### src/rkcb_pkg.sv
// ----------------------------------------------------------------------------
// rkcb_pkg: shared types and constants of the rolling k-mer binner
// Field widths, character and base codes, register indexes and queue sizing.
// ----------------------------------------------------------------------------
package rkcb_pkg;

    localparam int MAX_K      = 32;
    localparam int WIN_W      = 2 * MAX_K;
    localparam int SH_W       = $clog2(WIN_W) + 1;
    localparam int K_W        = 6;
    localparam int TC_W       = 17;
    localparam int TW_W       = 16;
    localparam int BIN_W      = 16;
    localparam int CHAR_W     = 8;
    localparam int CFG_IDX_W  = 2;
    localparam int CFG_DATA_W = 17;
    localparam int RED_W      = TC_W + 2;

    localparam logic [CFG_IDX_W-1:0] CFG_WIN_LEN    = 2'd0;
    localparam logic [CFG_IDX_W-1:0] CFG_BIN_COUNT  = 2'd1;
    localparam logic [CFG_IDX_W-1:0] CFG_TOP_WEIGHT = 2'd2;

    localparam logic [K_W-1:0]  WIN_LEN_RST   = 6'd31;
    localparam logic [TC_W-1:0] BIN_COUNT_RST = 17'd1;
    localparam logic [TC_W-1:0] MAX_BINS      = 17'd65536;

    localparam logic [CHAR_W-1:0] CHAR_A = 8'h41;
    localparam logic [CHAR_W-1:0] CHAR_C = 8'h43;
    localparam logic [CHAR_W-1:0] CHAR_G = 8'h47;
    localparam logic [CHAR_W-1:0] CHAR_T = 8'h54;

    localparam logic [1:0] BASE_A = 2'd0;
    localparam logic [1:0] BASE_C = 2'd1;
    localparam logic [1:0] BASE_G = 2'd2;
    localparam logic [1:0] BASE_T = 2'd3;

    localparam int QUEUE_DEPTH = 2;
    localparam int QPTR_W      = (QUEUE_DEPTH > 1) ? $clog2(QUEUE_DEPTH) : 1;
    localparam int QCNT_W      = $clog2(QUEUE_DEPTH + 1);

    localparam int MOD_STEPS = BIN_W;
    localparam int MOD_CNT_W = $clog2(MOD_STEPS);

    typedef struct packed {
        logic       bad;
        logic [1:0] code;
        logic       minimize;
    } t_item;

    typedef struct packed {
        logic [K_W-1:0]  win_len;
        logic [TC_W-1:0] bin_count;
        logic [TW_W-1:0] top_weight;
        logic            weight_stale;
    } t_cfg;

    typedef enum logic [2:0] {
        ST_IDLE,
        ST_TWRED,
        ST_PREP,
        ST_RRED,
        ST_STEP1,
        ST_FIN
    } t_state;

endpackage

### src/rkcb_in_if.sv
// ----------------------------------------------------------------------------
// rkcb_in_if: input character channel
// Valid/ready channel carrying one ASCII base and the minimize flag.
// ----------------------------------------------------------------------------
interface rkcb_in_if import rkcb_pkg::*; ();
    logic              valid;
    logic              ready;
    logic [CHAR_W-1:0] base_char;
    logic              minimize;

    modport source (output valid, base_char, minimize, input ready);
    modport sink (input valid, base_char, minimize, output ready);
endinterface

### src/rkcb_out_if.sv
// ----------------------------------------------------------------------------
// rkcb_out_if: result channel
// Valid/ready channel carrying one k-mer result word.
// ----------------------------------------------------------------------------
interface rkcb_out_if import rkcb_pkg::*; ();
    logic              valid;
    logic              ready;
    logic [WIN_W-1:0]  forward_kmer;
    logic [WIN_W-1:0]  chosen_kmer;
    logic              was_reversed;
    logic [BIN_W-1:0]  bin_index;
    logic [CHAR_W-1:0] dropped_char;
    logic              bad_char;

    modport source (
        output valid, forward_kmer, chosen_kmer, was_reversed, bin_index, dropped_char,
        bad_char,
        input  ready
    );
    modport sink (
        input  valid, forward_kmer, chosen_kmer, was_reversed, bin_index, dropped_char,
        bad_char,
        output ready
    );
endinterface

### src/rkcb_cfg_if.sv
// ----------------------------------------------------------------------------
// rkcb_cfg_if: configuration write channel
// Valid/ready channel carrying a register index and write data.
// ----------------------------------------------------------------------------
interface rkcb_cfg_if import rkcb_pkg::*; ();
    logic                  valid;
    logic                  ready;
    logic [CFG_IDX_W-1:0]  index;
    logic [CFG_DATA_W-1:0] data;

    modport source (output valid, index, data, input ready);
    modport sink (input valid, index, data, output ready);
endinterface

### src/rolling_kmer_canonical_binner.sv
// ----------------------------------------------------------------------------
// rolling_kmer_canonical_binner: rolling k-mer window with canonical choice
// Usage:
//   i_in takes one ASCII character word (base_char, minimize) per handshake.
//   o_out gives one result word per input word: forward k-mer, reverse
//   complement or canonical minimum, reversed flag, bin, dropped character
//   and bad-character flag.
//   i_cfg writes the window length (0), the bin count (1) and top_weight (2);
//   it is always ready; the user must write it only while no word is in
//   flight, which the block itself does not enforce.
//   a word passes the front register, the queue and the back's state machine
//   into the output register; the back pops a new word only in IDLE, once
//   the last has left FIN for the output register. After a write of the bin
//   count or top_weight the next good character first reduces the weight in
//   the bit-serial remainder unit; a residue left at or above a new modulus
//   is reduced there as well.
// Reset clears the window to all A, the residue to zero and the registers to
// k = 31, one bin and weight zero. A stalled o_out holds its word; the
// back, queue and front keep taking up to four more words meanwhile.
// ----------------------------------------------------------------------------
module rolling_kmer_canonical_binner import rkcb_pkg::*; (
    input  logic       i_clk,
    input  logic       i_rst_n,
    rkcb_in_if.sink    i_in,
    rkcb_cfg_if.sink   i_cfg,
    rkcb_out_if.source o_out
);

    logic [K_W-1:0]  r_win_len;
    logic [TC_W-1:0] r_bin_count;
    logic [TW_W-1:0] r_top_weight;
    logic            cfg_wr;
    t_cfg            cfg;
    logic            fr_valid;
    t_item           fr_item;
    logic            q_ready;
    logic            q_valid;
    t_item           q_item;
    logic            q_pop;

    assign i_cfg.ready = 1'b1;
    assign cfg_wr      = i_cfg.valid && i_cfg.ready;

    always_ff @(posedge i_clk) begin
        if (!i_rst_n) begin
            r_win_len    <= WIN_LEN_RST;
            r_bin_count  <= BIN_COUNT_RST;
            r_top_weight <= '0;
        end else if (cfg_wr) begin
            unique case (i_cfg.index)
                CFG_WIN_LEN:    r_win_len    <= i_cfg.data[K_W-1:0];
                CFG_BIN_COUNT:  r_bin_count  <= i_cfg.data[TC_W-1:0];
                CFG_TOP_WEIGHT: r_top_weight <= i_cfg.data[TW_W-1:0];
                default: begin
                end
            endcase
        end
    end

    assign cfg.win_len      = r_win_len;
    assign cfg.bin_count    = r_bin_count;
    assign cfg.top_weight   = r_top_weight;
    assign cfg.weight_stale = cfg_wr && ((i_cfg.index == CFG_BIN_COUNT)
                                      || (i_cfg.index == CFG_TOP_WEIGHT));

    rkcb_front u_front (
        .i_clk   (i_clk),
        .i_rst_n (i_rst_n),
        .i_in    (i_in),
        .o_valid (fr_valid),
        .o_item  (fr_item),
        .i_ready (q_ready)
    );

    rkcb_queue u_queue (
        .i_clk   (i_clk),
        .i_rst_n (i_rst_n),
        .i_valid (fr_valid),
        .i_item  (fr_item),
        .o_ready (q_ready),
        .o_valid (q_valid),
        .o_item  (q_item),
        .i_pop   (q_pop)
    );

    rkcb_back u_back (
        .i_clk     (i_clk),
        .i_rst_n   (i_rst_n),
        .i_cfg     (cfg),
        .i_q_valid (q_valid),
        .i_q_item  (q_item),
        .o_q_pop   (q_pop),
        .o_out     (o_out)
    );

endmodule

### src/rkcb_front.sv
// ----------------------------------------------------------------------------
// rkcb_front: input stage
// Takes a character word, classifies it into a 2-bit base code or a bad
// character, and holds the classified word for the queue.
// ----------------------------------------------------------------------------
module rkcb_front import rkcb_pkg::*; (
    input  logic      i_clk,
    input  logic      i_rst_n,
    rkcb_in_if.sink   i_in,
    output logic      o_valid,
    output t_item     o_item,
    input  logic      i_ready
);

    logic  r_valid;
    t_item r_item;

    function automatic t_item classify(input logic [CHAR_W-1:0] c, input logic mn);
        t_item it;
        it.minimize = mn;
        it.bad      = 1'b0;
        unique case (c)
            CHAR_A: it.code = BASE_A;
            CHAR_C: it.code = BASE_C;
            CHAR_G: it.code = BASE_G;
            CHAR_T: it.code = BASE_T;
            default: begin
                it.code = BASE_A;
                it.bad  = 1'b1;
            end
        endcase
        return it;
    endfunction

    assign i_in.ready = !r_valid || i_ready;
    assign o_valid    = r_valid;
    assign o_item     = r_item;

    always_ff @(posedge i_clk) begin
        if (!i_rst_n) begin
            r_valid <= 1'b0;
        end else if (i_in.ready) begin
            r_valid <= i_in.valid;
        end
    end

    always_ff @(posedge i_clk) begin
        if (i_in.valid && i_in.ready) begin
            r_item <= classify(i_in.base_char, i_in.minimize);
        end
    end

endmodule

### src/rkcb_queue.sv
// ----------------------------------------------------------------------------
// rkcb_queue: word queue between front and back
// Small register queue so that the front keeps taking words while the back
// works or waits on the result channel.
// ----------------------------------------------------------------------------
module rkcb_queue import rkcb_pkg::*; (
    input  logic  i_clk,
    input  logic  i_rst_n,
    input  logic  i_valid,
    input  t_item i_item,
    output logic  o_ready,
    output logic  o_valid,
    output t_item o_item,
    input  logic  i_pop
);

    t_item             r_mem [QUEUE_DEPTH];
    logic [QPTR_W-1:0] r_wr_ptr;
    logic [QPTR_W-1:0] r_rd_ptr;
    logic [QCNT_W-1:0] r_count;
    logic              push;
    logic              pop;

    function automatic logic [QPTR_W-1:0] next_ptr(input logic [QPTR_W-1:0] p);
        return (p == QPTR_W'(QUEUE_DEPTH - 1)) ? '0 : p + QPTR_W'(1);
    endfunction

    assign o_ready = (r_count != QCNT_W'(QUEUE_DEPTH));
    assign o_valid = (r_count != '0);
    assign o_item  = r_mem[r_rd_ptr];
    assign push    = i_valid && o_ready;
    assign pop     = i_pop && o_valid;

    always_ff @(posedge i_clk) begin
        if (!i_rst_n) begin
            r_wr_ptr <= '0;
            r_rd_ptr <= '0;
            r_count  <= '0;
        end else begin
            if (push) begin
                r_wr_ptr <= next_ptr(r_wr_ptr);
            end
            if (pop) begin
                r_rd_ptr <= next_ptr(r_rd_ptr);
            end
            if (push && !pop) begin
                r_count <= r_count + QCNT_W'(1);
            end else if (pop && !push) begin
                r_count <= r_count - QCNT_W'(1);
            end
        end
    end

    always_ff @(posedge i_clk) begin
        if (push) begin
            r_mem[r_wr_ptr] <= i_item;
        end
    end

`ifndef SYNTH
    a_count_bound: assert property (@(posedge i_clk) disable iff (!i_rst_n)
        r_count <= QCNT_W'(QUEUE_DEPTH))
        else $error("queue count above depth");
    a_count_up: assert property (@(posedge i_clk) disable iff (!i_rst_n)
        push && !pop |=> r_count == $past(r_count) + QCNT_W'(1))
        else $error("queue count missed a push");
    a_count_down: assert property (@(posedge i_clk) disable iff (!i_rst_n)
        pop && !push |=> r_count == $past(r_count) - QCNT_W'(1))
        else $error("queue count missed a pop");
`endif

endmodule

### src/rkcb_mod_unit.sv
// ----------------------------------------------------------------------------
// rkcb_mod_unit: iterative remainder unit
// Restoring remainder of a 16-bit operand by the binning modulus, one
// dividend bit per cycle.
// ----------------------------------------------------------------------------
module rkcb_mod_unit import rkcb_pkg::*; (
    input  logic             i_clk,
    input  logic             i_rst_n,
    input  logic             i_start,
    input  logic [BIN_W-1:0] i_operand,
    input  logic [TC_W-1:0]  i_modulus,
    output logic             o_done,
    output logic [BIN_W-1:0] o_result
);

    logic                 r_busy;
    logic                 r_done;
    logic [MOD_CNT_W-1:0] r_cnt;
    logic [BIN_W-1:0]     r_x;
    logic [TC_W-1:0]      r_rem;
    logic [TC_W:0]        shifted;
    logic [TC_W-1:0]      n_rem;

    always_comb begin
        shifted = {r_rem, r_x[BIN_W-1]};
        if (shifted >= {1'b0, i_modulus}) begin
            n_rem = TC_W'(shifted - {1'b0, i_modulus});
        end else begin
            n_rem = TC_W'(shifted);
        end
    end

    assign o_done   = r_done;
    assign o_result = r_rem[BIN_W-1:0];

    always_ff @(posedge i_clk) begin
        if (!i_rst_n) begin
            r_busy <= 1'b0;
            r_done <= 1'b0;
            r_cnt  <= '0;
        end else begin
            r_done <= 1'b0;
            if (i_start) begin
                r_busy <= 1'b1;
                r_cnt  <= '0;
            end else if (r_busy) begin
                r_cnt <= r_cnt + MOD_CNT_W'(1);
                if (r_cnt == MOD_CNT_W'(MOD_STEPS - 1)) begin
                    r_busy <= 1'b0;
                    r_done <= 1'b1;
                end
            end
        end
    end

    always_ff @(posedge i_clk) begin
        if (i_start) begin
            r_x   <= i_operand;
            r_rem <= '0;
        end else if (r_busy) begin
            r_x   <= r_x << 1;
            r_rem <= n_rem;
        end
    end

endmodule

### src/rkcb_back.sv
// ----------------------------------------------------------------------------
// rkcb_back: window and bin engine
// Shifts each base into the k-mer window, keeps the rolling bin residue,
// forms the reverse complement and canonical choice, and holds the result.
// ----------------------------------------------------------------------------
module rkcb_back import rkcb_pkg::*; (
    input  logic       i_clk,
    input  logic       i_rst_n,
    input  t_cfg       i_cfg,
    input  logic       i_q_valid,
    input  t_item      i_q_item,
    output logic       o_q_pop,
    rkcb_out_if.source o_out
);

    typedef struct packed {
        logic [WIN_W-1:0]  forward_kmer;
        logic [WIN_W-1:0]  chosen_kmer;
        logic              was_reversed;
        logic [BIN_W-1:0]  bin_index;
        logic [CHAR_W-1:0] dropped_char;
        logic              bad_char;
    } t_result;

    t_state           r_state, n_state;
    logic [WIN_W-1:0] r_window, n_window;
    logic [BIN_W-1:0] r_residue, n_residue;
    logic             r_tw_ok, n_tw_ok;
    logic [BIN_W-1:0] r_tw_red, n_tw_red;
    logic             r_out_valid, n_out_valid;
    logic [1:0]       r_code, n_code;
    logic             r_min, n_min;
    logic             r_bad, n_bad;
    logic [BIN_W-1:0] r_t, n_t;
    logic [BIN_W-1:0] r_sub, n_sub;
    logic [1:0]       r_left, n_left;
    t_result          r_out, n_out;
    logic             load_out;

    logic [K_W-1:0]   k_eff;
    logic [SH_W-1:0]  k2;
    logic [SH_W-1:0]  rc_shamt;
    logic [TC_W-1:0]  m_eff;
    logic [WIN_W-1:0] mask;
    logic [WIN_W-1:0] w_cur;
    logic [1:0]       left;
    logic [1:0]       code_sel;
    logic [WIN_W-1:0] win_next;
    logic [BIN_W-1:0] op_r;
    logic [RED_W-1:0] prod;
    logic             res_big;
    logic             step1;
    logic             out_free;
    logic [WIN_W-1:0] rc;
    logic [BIN_W-1:0] fin_res;
    logic [TC_W:0]    wrap_sum;
    logic             mod_start;
    logic [BIN_W-1:0] mod_operand;
    logic             mod_done;
    logic [BIN_W-1:0] mod_result;

    function automatic logic [BIN_W-1:0] reduce3(input logic [RED_W-1:0] x,
                                                 input logic [TC_W-1:0] m);
        logic [RED_W-1:0] m1;
        logic [RED_W-1:0] m2;
        logic [RED_W-1:0] m3;
        logic [RED_W-1:0] r;
        m1 = RED_W'(m);
        m2 = m1 << 1;
        m3 = m1 + m2;
        priority if (x >= m3) begin
            r = x - m3;
        end else if (x >= m2) begin
            r = x - m2;
        end else if (x >= m1) begin
            r = x - m1;
        end else begin
            r = x;
        end
        return r[BIN_W-1:0];
    endfunction

    function automatic logic [WIN_W-1:0] revcomp_full(input logic [WIN_W-1:0] w);
        logic [WIN_W-1:0] r;
        for (int j = 0; j < MAX_K; j++) begin
            r[2*j +: 2] = ~w[2*(MAX_K-1-j) +: 2];
        end
        return r;
    endfunction

    function automatic logic [CHAR_W-1:0] decode(input logic [1:0] b);
        logic [CHAR_W-1:0] c;
        unique case (b)
            BASE_A: c = CHAR_A;
            BASE_C: c = CHAR_C;
            BASE_G: c = CHAR_G;
            BASE_T: c = CHAR_T;
        endcase
        return c;
    endfunction

    // effective length and modulus
    always_comb begin
        if (i_cfg.win_len == '0) begin
            k_eff = K_W'(1);
        end else if (i_cfg.win_len > K_W'(MAX_K)) begin
            k_eff = K_W'(MAX_K);
        end else begin
            k_eff = i_cfg.win_len;
        end
        if (i_cfg.bin_count == '0) begin
            m_eff = TC_W'(1);
        end else if (i_cfg.bin_count > MAX_BINS) begin
            m_eff = MAX_BINS;
        end else begin
            m_eff = i_cfg.bin_count;
        end
    end

    assign k2       = SH_W'({k_eff, 1'b0});
    assign rc_shamt = SH_W'(WIN_W) - k2;
    assign mask     = {WIN_W{1'b1}} >> rc_shamt;
    assign w_cur    = r_window & mask;
    assign left     = 2'(w_cur >> (k2 - SH_W'(2)));
    assign code_sel = (r_state == ST_IDLE) ? i_q_item.code : r_code;
    assign win_next = ((w_cur << 2) | WIN_W'(code_sel)) & mask;
    assign op_r     = (r_state == ST_STEP1) ? mod_result : r_residue;
    assign prod     = (left[0] ? RED_W'(r_tw_red) : '0)
                    + (left[1] ? (RED_W'(r_tw_red) << 1) : '0);
    assign res_big  = ({1'b0, r_residue} >= m_eff);
    assign out_free = !r_out_valid || o_out.ready;
    assign rc       = revcomp_full(w_cur) >> rc_shamt;

    // final residue: t - sub modulo m
    always_comb begin
        wrap_sum = {2'b00, r_t} + {1'b0, m_eff} - {2'b00, r_sub};
        if (r_t >= r_sub) begin
            fin_res = r_t - r_sub;
        end else begin
            fin_res = wrap_sum[BIN_W-1:0];
        end
    end

    always_comb begin
        n_state     = r_state;
        n_window    = r_window;
        n_residue   = r_residue;
        n_tw_ok     = r_tw_ok;
        n_tw_red    = r_tw_red;
        n_code      = r_code;
        n_min       = r_min;
        n_bad       = r_bad;
        n_t         = r_t;
        n_sub       = r_sub;
        n_left      = r_left;
        n_out_valid = r_out_valid && !o_out.ready;
        n_out       = r_out;
        load_out    = 1'b0;
        o_q_pop     = 1'b0;
        mod_start   = 1'b0;
        mod_operand = '0;
        step1       = 1'b0;

        unique case (r_state)
            ST_IDLE: begin
                if (i_q_valid) begin
                    o_q_pop = 1'b1;
                    n_code  = i_q_item.code;
                    n_min   = i_q_item.minimize;
                    n_bad   = i_q_item.bad;
                    priority if (i_q_item.bad) begin
                        n_state = ST_FIN;
                    end else if (!r_tw_ok) begin
                        mod_start   = 1'b1;
                        mod_operand = i_cfg.top_weight;
                        n_state     = ST_TWRED;
                    end else if (res_big) begin
                        mod_start   = 1'b1;
                        mod_operand = r_residue;
                        n_state     = ST_RRED;
                    end else begin
                        step1   = 1'b1;
                        n_state = ST_FIN;
                    end
                end
            end
            ST_TWRED: begin
                if (mod_done) begin
                    n_tw_red = mod_result;
                    n_tw_ok  = 1'b1;
                    n_state  = ST_PREP;
                end
            end
            ST_PREP: begin
                if (res_big) begin
                    mod_start   = 1'b1;
                    mod_operand = r_residue;
                    n_state     = ST_RRED;
                end else begin
                    step1   = 1'b1;
                    n_state = ST_FIN;
                end
            end
            ST_RRED: begin
                if (mod_done) begin
                    n_state = ST_STEP1;
                end
            end
            ST_STEP1: begin
                step1   = 1'b1;
                n_state = ST_FIN;
            end
            ST_FIN: begin
                if (out_free) begin
                    load_out           = 1'b1;
                    n_out_valid        = 1'b1;
                    n_out.forward_kmer = w_cur;
                    if (r_min && (w_cur < rc)) begin
                        n_out.chosen_kmer  = w_cur;
                        n_out.was_reversed = 1'b0;
                    end else begin
                        n_out.chosen_kmer  = rc;
                        n_out.was_reversed = 1'b1;
                    end
                    n_out.bad_char = r_bad;
                    if (r_bad) begin
                        n_out.bin_index    = r_residue;
                        n_out.dropped_char = '0;
                    end else begin
                        n_out.bin_index    = fin_res;
                        n_out.dropped_char = decode(r_left);
                        n_residue          = fin_res;
                    end
                    n_state = ST_IDLE;
                end
            end
            default: begin
                n_state = ST_IDLE;
            end
        endcase

        if (step1) begin
            n_window = win_next;
            n_left   = left;
            n_t      = reduce3({1'b0, op_r, code_sel}, m_eff);
            n_sub    = reduce3(prod, m_eff);
        end

        if (i_cfg.weight_stale) begin
            n_tw_ok = 1'b0;
        end
    end

    rkcb_mod_unit u_mod (
        .i_clk     (i_clk),
        .i_rst_n   (i_rst_n),
        .i_start   (mod_start),
        .i_operand (mod_operand),
        .i_modulus (m_eff),
        .o_done    (mod_done),
        .o_result  (mod_result)
    );

    always_ff @(posedge i_clk) begin
        if (!i_rst_n) begin
            r_state     <= ST_IDLE;
            r_window    <= '0;
            r_residue   <= '0;
            r_tw_ok     <= 1'b0;
            r_out_valid <= 1'b0;
        end else begin
            r_state     <= n_state;
            r_window    <= n_window;
            r_residue   <= n_residue;
            r_tw_ok     <= n_tw_ok;
            r_out_valid <= n_out_valid;
        end
    end

    always_ff @(posedge i_clk) begin
        r_tw_red <= n_tw_red;
        r_code   <= n_code;
        r_min    <= n_min;
        r_bad    <= n_bad;
        r_t      <= n_t;
        r_sub    <= n_sub;
        r_left   <= n_left;
        if (load_out) begin
            r_out <= n_out;
        end
    end

    assign o_out.valid        = r_out_valid;
    assign o_out.forward_kmer = r_out.forward_kmer;
    assign o_out.chosen_kmer  = r_out.chosen_kmer;
    assign o_out.was_reversed = r_out.was_reversed;
    assign o_out.bin_index    = r_out.bin_index;
    assign o_out.dropped_char = r_out.dropped_char;
    assign o_out.bad_char     = r_out.bad_char;

`ifndef SYNTH
    a_fin_loads: assert property (@(posedge i_clk) disable iff (!i_rst_n)
        (r_state == ST_FIN) && out_free |=> r_out_valid)
        else $error("finished word not placed in output register");
    a_twred_stale: assert property (@(posedge i_clk) disable iff (!i_rst_n)
        (r_state == ST_TWRED) |-> !r_tw_ok)
        else $error("weight reduction running with a valid reduced weight");
    a_bad_keeps_state: assert property (@(posedge i_clk) disable iff (!i_rst_n)
        (r_state == ST_FIN) && r_bad && ($past(r_state) == ST_IDLE)
            |-> $stable(r_window) && $stable(r_residue))
        else $error("bad character changed window or residue");
`endif

endmodule
### src/flat_wrapper.sv
// flat-port wrapper written by rule: the top's interface ports become plain ports
module rolling_kmer_canonical_binner_flat import rkcb_pkg::*;
  (i_clk, i_rst_n, i_in_valid, i_in_base_char, i_in_minimize, i_in_ready, i_cfg_valid, i_cfg_index, i_cfg_data, i_cfg_ready, o_out_valid, o_out_forward_kmer, o_out_chosen_kmer, o_out_was_reversed, o_out_bin_index, o_out_dropped_char, o_out_bad_char, o_out_ready);
  rkcb_in_if i_in_i ();
  rkcb_cfg_if i_cfg_i ();
  rkcb_out_if o_out_i ();
  input  logic i_clk;
  input  logic i_rst_n;
  input wire logic [$bits(i_in_i.valid)-1:0] i_in_valid;
  input wire logic [$bits(i_in_i.base_char)-1:0] i_in_base_char;
  input wire logic [$bits(i_in_i.minimize)-1:0] i_in_minimize;
  output wire logic [$bits(i_in_i.ready)-1:0] i_in_ready;
  input wire logic [$bits(i_cfg_i.valid)-1:0] i_cfg_valid;
  input wire logic [$bits(i_cfg_i.index)-1:0] i_cfg_index;
  input wire logic [$bits(i_cfg_i.data)-1:0] i_cfg_data;
  output wire logic [$bits(i_cfg_i.ready)-1:0] i_cfg_ready;
  output wire logic [$bits(o_out_i.valid)-1:0] o_out_valid;
  output wire logic [$bits(o_out_i.forward_kmer)-1:0] o_out_forward_kmer;
  output wire logic [$bits(o_out_i.chosen_kmer)-1:0] o_out_chosen_kmer;
  output wire logic [$bits(o_out_i.was_reversed)-1:0] o_out_was_reversed;
  output wire logic [$bits(o_out_i.bin_index)-1:0] o_out_bin_index;
  output wire logic [$bits(o_out_i.dropped_char)-1:0] o_out_dropped_char;
  output wire logic [$bits(o_out_i.bad_char)-1:0] o_out_bad_char;
  input wire logic [$bits(o_out_i.ready)-1:0] o_out_ready;
  assign i_in_i.valid = i_in_valid;
  assign i_in_i.base_char = i_in_base_char;
  assign i_in_i.minimize = i_in_minimize;
  assign i_in_ready = i_in_i.ready;
  assign i_cfg_i.valid = i_cfg_valid;
  assign i_cfg_i.index = i_cfg_index;
  assign i_cfg_i.data = i_cfg_data;
  assign i_cfg_ready = i_cfg_i.ready;
  assign o_out_valid = o_out_i.valid;
  assign o_out_forward_kmer = o_out_i.forward_kmer;
  assign o_out_chosen_kmer = o_out_i.chosen_kmer;
  assign o_out_was_reversed = o_out_i.was_reversed;
  assign o_out_bin_index = o_out_i.bin_index;
  assign o_out_dropped_char = o_out_i.dropped_char;
  assign o_out_bad_char = o_out_i.bad_char;
  assign o_out_i.ready = o_out_ready;
  rolling_kmer_canonical_binner u_core (.i_clk(i_clk), .i_rst_n(i_rst_n), .i_in(i_in_i), .i_cfg(i_cfg_i), .o_out(o_out_i));
endmodule
### config.mk
export PLATFORM = sky130hd
export DESIGN_NAME = rolling_kmer_canonical_binner_flat
export DESIGN_NICKNAME = d
export VERILOG_FILES = /design/src/rkcb_pkg.sv /design/src/rkcb_in_if.sv /design/src/rkcb_out_if.sv /design/src/rkcb_cfg_if.sv /design/src/rolling_kmer_canonical_binner.sv /design/src/rkcb_front.sv /design/src/rkcb_queue.sv /design/src/rkcb_mod_unit.sv /design/src/rkcb_back.sv /design/src/flat_wrapper.sv
export SDC_FILE = /design/constraint.sdc
export NUM_CORES = 1
export LEC_CHECK = 0
export ABC_AREA = 1
export BUFFER_PORTS_ARGS = -buffer_cell sky130_fd_sc_hd__buf_2
export CAP_MARGIN = 20
export CORE_MARGIN = 5
export CORE_UTILIZATION = 50
export DETAILED_ROUTE_END_ITERATION = 10
export PLACE_DENSITY = 0.68
export SLEW_MARGIN = 20
export SYNTH_ARGS = -nofsm -noshare
export SYNTH_HDL_FRONTEND = slang
export SYNTH_SLANG_ARGS = --single-unit
### constraint.sdc
create_clock -name i_clk -period 25 [get_ports i_clk]
set_clock_uncertainty 0.1 [all_clocks]
set_input_delay 2.5 -clock i_clk [delete_from_list [all_inputs] [get_ports i_clk]]
set_output_delay 2.5 -clock i_clk [all_outputs]
set_load 0.05 [all_outputs]
==> metrics.cfg, run 1 <==
[run_status]
status=completed

[clock_network]
cts.sinks=386
post_cts_buffers=0
hold_buffers=0
cts_buffers=47
cts_tree=yes
post_cts_resized=0
clk_pin_slew_ps=60
clock_latency_ps=620
cts-root-buf=clkbuf_16
htreeDepth=2
clock_path_buffers=3

[synth]
synthSimpleGateAreaFrac_pct=21.94
yosys.area.top_type=edfxtp_1
synth_area_leaders=edfxtp_1 (24%), ha_1 (11%), nand2_1 (11%)
synth_top_family_by_area=simple AND/OR/NAND/NOR gates
yosysUniqueCellTypes=65
ys.flop_type=edfxtp_1
synth-seq-cells=386
yosys_warnings=0
synth_edf_count=233
ys_async_sr_fraction_pct=0
synth.yosys.seq_area_share_pct=33.91
synth_xor_area_share_pct=4.016
synth_compound_area_share_pct=17.52
syn_area_per_cell_um2=7.525
synthAdderAreaFrac_pct=13.12
synth_top_area_share_pct=23.59
synthCells=3942
muxShareOfSynthArea_pct=0.2826
synth_area_mm2=0.02966

[global_route]
track_usage_pct=29.68
antenna_found_initial=1
grt_pass1_vias=26130
grt_pass1_wl_um=149400
grt_max_degree=153
gr-total-overflow=0

[route]
first_pass_iters=6
drt_wl_total_um=98190
vias=27580
drtIter0Drc=2192
drc_errors=0
wl_per_cell_um=20.20
vias_per_cell=5.673
final_antenna_net_count=0

[cells_and_area]
drive_gt1_share_pct=9.587
multi_input_area_mm2=0.01692
final_nets=4379
regArea_mm2=0.01006
final_cell_mix=nand2_1 (829), inv_1 (505), o21ai_0 (326)
fillCellCount=5678
stdcell_area_mm2=0.03275
final_common_cell=nand2_1
fin_util_pct=55.59
areaGrowthSynthToFinish_pct=10.41
num_antenna_cells=0

[floorplanning]
coreArea_mm2=0.05891
num_rows=89
die_h_um=253.6
ioPinCount=190
initial_utilization_pct=50.35
die_x_um=253.6
die-area_mm2=0.06430

[critical_path]
critPathSlowestCell=clkinv_1
cp-end-kind=flip-flop
rr_worst_depth=49
crit_type=reg2reg
required_ps=25240
arrival_ps=9480
cp_max_fo=57
critPathLaunchType=flip-flop
cpPeakStageDelay_ps=590

[sta]
hold_viol_final=0
drv_slew=0
slew_headroom_pct=35.49
worst_pin_slew_ps=967.6
setup_viol=0
period_minus_slack_ps=9238
finalWorstSetupSlack_ps=15760
rsz0062_at_grt=false
fin_setup_tns_ps=0
fmax_mhz=108.2
min_period_over_period_pct=36.95

[pwr]
peakVddDrop_uv=85.89
p_leak_nw=15.34
p_per_area_mw_per_mm2=120.3
power_mw=3.939

[place]
routabilityCongestion=1.014
place_hpwl_um=76580
postPlaceCellArea_mm2=0.03110
port_buffers=185
dpl_worst_slack_ps=15940

[min_path]
hold_class=reg2reg
holdPathStages=0

[flow_run]
max_cap_violations=0

[registers in the layout (all words and copies together), names as in the netlist, 8 cells and up, named ones only]
signal / flops
u_core.u_queue.r_mem: 8
u_core.u_back.o_out.chosen_kmer: 64
u_core.u_back.o_out.forward_kmer: 64
u_core.u_back.o_out.bin_index: 16
u_core.u_back.u_mod.r_rem: 17
u_core.r_bin_count: 17
u_core.u_back.r_sub: 16
u_core.u_back.u_mod.r_x: 16
u_core.r_top_weight: 16
u_core.u_back.r_t: 16
u_core.u_back.r_window: 64
u_core.u_back.r_tw_red: 16
u_core.u_back.r_residue: 16
[Yosys cell counts (4+ instances only)]
master	count
clkinv_1	7
o22ai_1	40
nor2_1	268
xnor2_1	56
nand4_1	31
xor2_1	80
o21ai_1	25
mux2i_1	5
clkbuf_1	101
o21a_1	10
nor2_4	4
nand2_1	830
inv_1	505
nor3_1	18
nand2_2	21
o2111ai_1	19
a221oi_1	5
a31oi_1	14
and3_1	5
buf_2	17
dfxtp_1	153
fa_1	25
edfxtp_1	233
buf_4	12
a22oi_1	5
o21bai_1	27
nand2_4	6
or2_2	16
o21ai_0	326
a211oi_1	25
a21oi_1	312
nor4_1	17
o211ai_1	59
a21boi_0	7
nand3_2	6
buf_1	20
buf_6	12
a21o_1	10
inv_2	10
nor2_2	13
o31ai_1	7
ha_1	271
nand3_1	268
[metal layers]
metal  vias to the layer above  global-route usage [%]  wire (um)
met3                       263                   3.398       5333
met5                         -                       0          0
li1                      13560                       -          -
met4                         0                   18.29       7427
met2                       933                   52.30      47430
met1                     12820                   34.54      38000
[power breakdown]
part	switching (mW)	internal (mW)
Clock	0.294	0.437
Combinational	1.51	0.736
Sequential	0.100	0.859
Total	1.91	2.03
[path summary, 6_finish.rpt]
| check | from | endpoint | slack (ps) |
|---|---|---|---|
| setup / recovery | u_core.r_win_len[1]$_SDFFE_PN1P_ | u_core.u_back.r_sub[4]$_DFFE_PP_ | 15760 |
| hold / removal | u_core.u_front.o_item[1]$_DFFE_PP_ | u_core.u_queue.r_mem[0][1]$_DFFE_PP_ | 350 |
| setup reg to reg | u_core.r_win_len[1]$_SDFFE_PN1P_ | u_core.u_back.r_sub[4]$_DFFE_PP_ | 15760 |
| hold reg to reg | u_core.u_front.o_item[1]$_DFFE_PP_ | u_core.u_queue.r_mem[0][1]$_DFFE_PP_ | 350 |
[per-stage QoR]
stage                     hold slack, ps  cells
after global placement             323.3   4774
after CTS                          346.1   4862
after detailed placement           332.9   4774
after global routing               354.7   4862
after floorplan                    321.5   3944
final                              345.6   4862
[layout make-up]
type,count,share of cell area (%)
inverters,522,5.983
flip-flops and latches,386,30.72
clock inverters,25,1.020
multi-input cells,2874,51.65
well taps,773,2.953
repair buffers,219,3.645
clock buffers,63,4.027
[critical path: cells and delay by family, from the launching register on]
family,cells,cell delay (ps)
AND/OR/NAND/NOR,28,3800
AO/OA/AOI/OAI,10,1550
buffers and inverters,6,1530
adder cells (fa/ha/maj),4,1260
XOR/XNOR,1,360
flip-flops,1,340
[logic make-up after synthesis]
logic type,after synthesis
simple gates,1517
compound gates,913
buf+inv,684
flops,386
fa+ha+maj,296
xor+xnor,136
mux,8
other cells,2
No activity file was read; power rests on OpenSTA's default activity.
==> inputs of run 2 (changes only) <==
--- a/config.mk
+++ b/config.mk
@@ -5,13 +5,13 @@
 export SDC_FILE = /design/constraint.sdc
 export NUM_CORES = 1
 export LEC_CHECK = 0
-export ABC_AREA = 1
+export ABC_AREA = 0
 export BUFFER_PORTS_ARGS = -buffer_cell sky130_fd_sc_hd__buf_2
 export CAP_MARGIN = 20
 export CORE_MARGIN = 5
 export CORE_UTILIZATION = 50
 export DETAILED_ROUTE_END_ITERATION = 10
-export PLACE_DENSITY = 0.68
+export PLACE_DENSITY = 0.7
 export SLEW_MARGIN = 20
 export SYNTH_ARGS = -nofsm -noshare
 export SYNTH_HDL_FRONTEND = slang
==> constraint.sdc (replaced) <==
create_clock -name i_clk -period 7.65 [get_ports i_clk]
set_clock_uncertainty 0.1 [all_clocks]
set_input_delay 0.765 -clock i_clk [delete_from_list [all_inputs] [get_ports i_clk]]
set_output_delay 0.765 -clock i_clk [all_outputs]
set_load 0.05 [all_outputs]
==> run 2 against run 1 <==
Non-clock buffer count rose by 108. Maximum frequency up 27%. Register-to-register slack worse by 15000 ps. Power rose to 2.9 times the previous value. Wire length up 5.8%. Critical path depth is 28 lower. First-iteration DRC count up 29%. Largest cell class unchanged.
==> metrics.cfg, run 2 <==
[floorplanning]
coreArea_mm2=0.05924
die_h_um=255.2
die-area_mm2=0.06512
ioPinCount=190
die_x_um=255.2
num_rows=89
initial_utilization_pct=50.74

[route]
wl_per_cell_um=23.27
first_pass_iters=7
drc_errors=0
final_antenna_net_count=0
vias_per_cell=6.200
vias=27680
drtIter0Drc=2831
drt_wl_total_um=103900

[synth]
synth_top_area_share_pct=23.28
yosysUniqueCellTypes=101
synth_edf_count=233
syn_area_per_cell_um2=8.707
yosys.area.top_type=edfxtp_1
synth_area_leaders=edfxtp_1 (23%), ha_1 (11%), dfxtp_1 (10%)
synth.yosys.seq_area_share_pct=33.47
ys.flop_type=edfxtp_1
synth_common_cells=nand2_1 (414), a21oi_1 (311), ha_1 (271)
synth-seq-cells=386
synth.most_common_cell=nand2_1
synthCells=3452
yosys_warnings=0
synth_area_mm2=0.03006
ys_async_sr_fraction_pct=0

[critical_path]
cp-end-kind=flip-flop
critPathLaunchType=flip-flop
required_ps=7860
arrival_ps=7500
crit_type=reg2reg
r2r_start=u_core.r_win_len[0]$_SDFFE_PN1P_
startpoint=u_core.r_win_len[0]$_SDFFE_PN1P_
cp_max_fo=51

[sta]
drv_slew=0
hold_viol_final=0
slew_headroom_pct=33.16
setup_viol=0
min_period_over_period_pct=95.33
worst_pin_slew_ps=1000
fmax_mhz=137.1
period_minus_slack_ps=7293
holdWs_ps=270.7

[cells_and_area]
final_nets=3986
areaGrowthSynthToFinish_pct=13.20
fillCellCount=5400
final_cell_mix=nand2_1 (412), a21oi_1 (302), ha_1 (263)
drive_gt1_share_pct=14.85
fin_util_pct=57.43
num_antenna_cells=0
final_common_cell=nand2_1

[global_route]
gr-total-overflow=0
grt_pass1_vias=25810
grt_pass1_wl_um=154300
antenna_found_initial=1
grt_max_degree=135
track_usage_pct=30.61

[pwr]
p_leak_nw=15.16
power_mw=11.50
peakVddDrop_uv=460.8
p_per_area_mw_per_mm2=338.0

[clock_network]
cts_tree=yes
hold_buffers=0
clock_latency_ps=600
clk_pin_slew_ps=60
cts.sinks=386
clock_path_buffers=3
cts-root-buf=clkbuf_16
cts_buffers=43
htreeDepth=2

[min_path]
hold_class=in2reg
hold_start=i_in_minimize

[flow_run]
max_cap_violations=0

[place]
routabilityCongestion=1.015
port_buffers=185
place_hpwl_um=79660

[run_status]
status=completed

==> run 2: cell types whose count changed in the layout (fill, tap and decap cells not counted), moves of 41 or more <==
cell and delta:
or3_1 +54, inv_1 -289, nand3_1 -196, a21o_1 +62, nor3_1 +41, mux2i_1 +131
nand2_1 -417, o21ai_0 -116, buf_4 +102, nor2_1 -47
==> run 2: cell type report <==
class	instances	area, um2	share of cell area (%)
multi-input cells	2676	18690	54.93
flip-flops and latches	386	10060	29.57
repair buffers	327	2027	5.957
clock buffers	53	1175	3.453
inverters	223	838.3	2.464
well taps	773	967.2	2.843
clock inverters	26	269.0	0.7906
==> run 2: worst max-delay path: stages, from the launching register on <==
cell and delay [ps]:
dfxtp_1 380, buf_4 200, or3_4 430, o211a_1 360, buf_4 270, o21ai_0 360, nand2_1 230, o21ai_0 390
o21ai_0 260, o21ai_0 320, o22ai_1 110, a31oi_1 410, ha_1 350, a2111o_1 380, a221oi_1 220, o21ai_0 180
o21ai_0 140, nand4_1 360, and4_1 320, or3_4 710, buf_4 350, mux2i_1 150
==> run 2: layer usage <==
metal	routed length (um)	global-route usage, %	vias up
met4	7483	17.47	0
met3	7104	3.770	333
met1	40030	37.76	13070
met5	0	0	-
li1	-	-	13010
met2	49270	51.92	1271
==> run 2: final timing paths <==
| check | end | slack, ps | cells after the start |
|---|---|---|---|
| worst max-delay path | u_core.u_back.o_out.chosen_kmer[15]$_DFFE_PP_ | 360 | 21 |
| worst min-delay path | u_core.u_front.o_item[0]$_DFFE_PP_ | 270 | 1 |
| worst max register to register | u_core.u_back.o_out.chosen_kmer[15]$_DFFE_PP_ | 360 | 21 |
| worst min register to register | u_core.u_queue.r_mem[1][1]$_DFFE_PP_ | 350 | 0 |
==> run 2: cell families (layout without fill, tap and decap cells) <==
group / Yosys count / after routing / synth area share (%)
compound gates: 979 / 979 / 20.86
xor+xnor: 138 / 138 / 4.021
fa+ha+maj: 296 / 296 / 12.95
buf+inv: 392 / 629 / 5.474
flops: 386 / 386 / 33.47
mux: 179 / 179 / 6.240
other cells: 2 / 4 / 0.02499
simple gates: 1080 / 1080 / 16.97
==> run 2: power by group <==
group	switching, mW	internal, mW	leakage [nW]
Sequential	0.277	2.69	3.39
Combinational	3.86	2.54	11.1
Clock	0.918	1.21	0.702
==> run 2: per-stage QoR <==
step	std cells	setup TNS [ps]	cell area (um2)	worst slack [ps]
after floorplan	3454	0	30180	5.728
after global placement	4371	0	32270	118.7
after detailed placement	4371	0	32270	12.61
after CTS	4450	0	33720	57.56
after global routing	4464	-405.8	34020	-62.27
final	4464	0	34020	357.3
==> run 2: repair_timing <==
| item | CTS | global route |
|---|---|---|
| setup endpoints to repair | 6 | 16 |
| setup buffers | 0 | 13 |
| pin swaps | 0 | 12 |
| resized for setup | 1 | 33 |
| gates cloned | 0 | 0 |
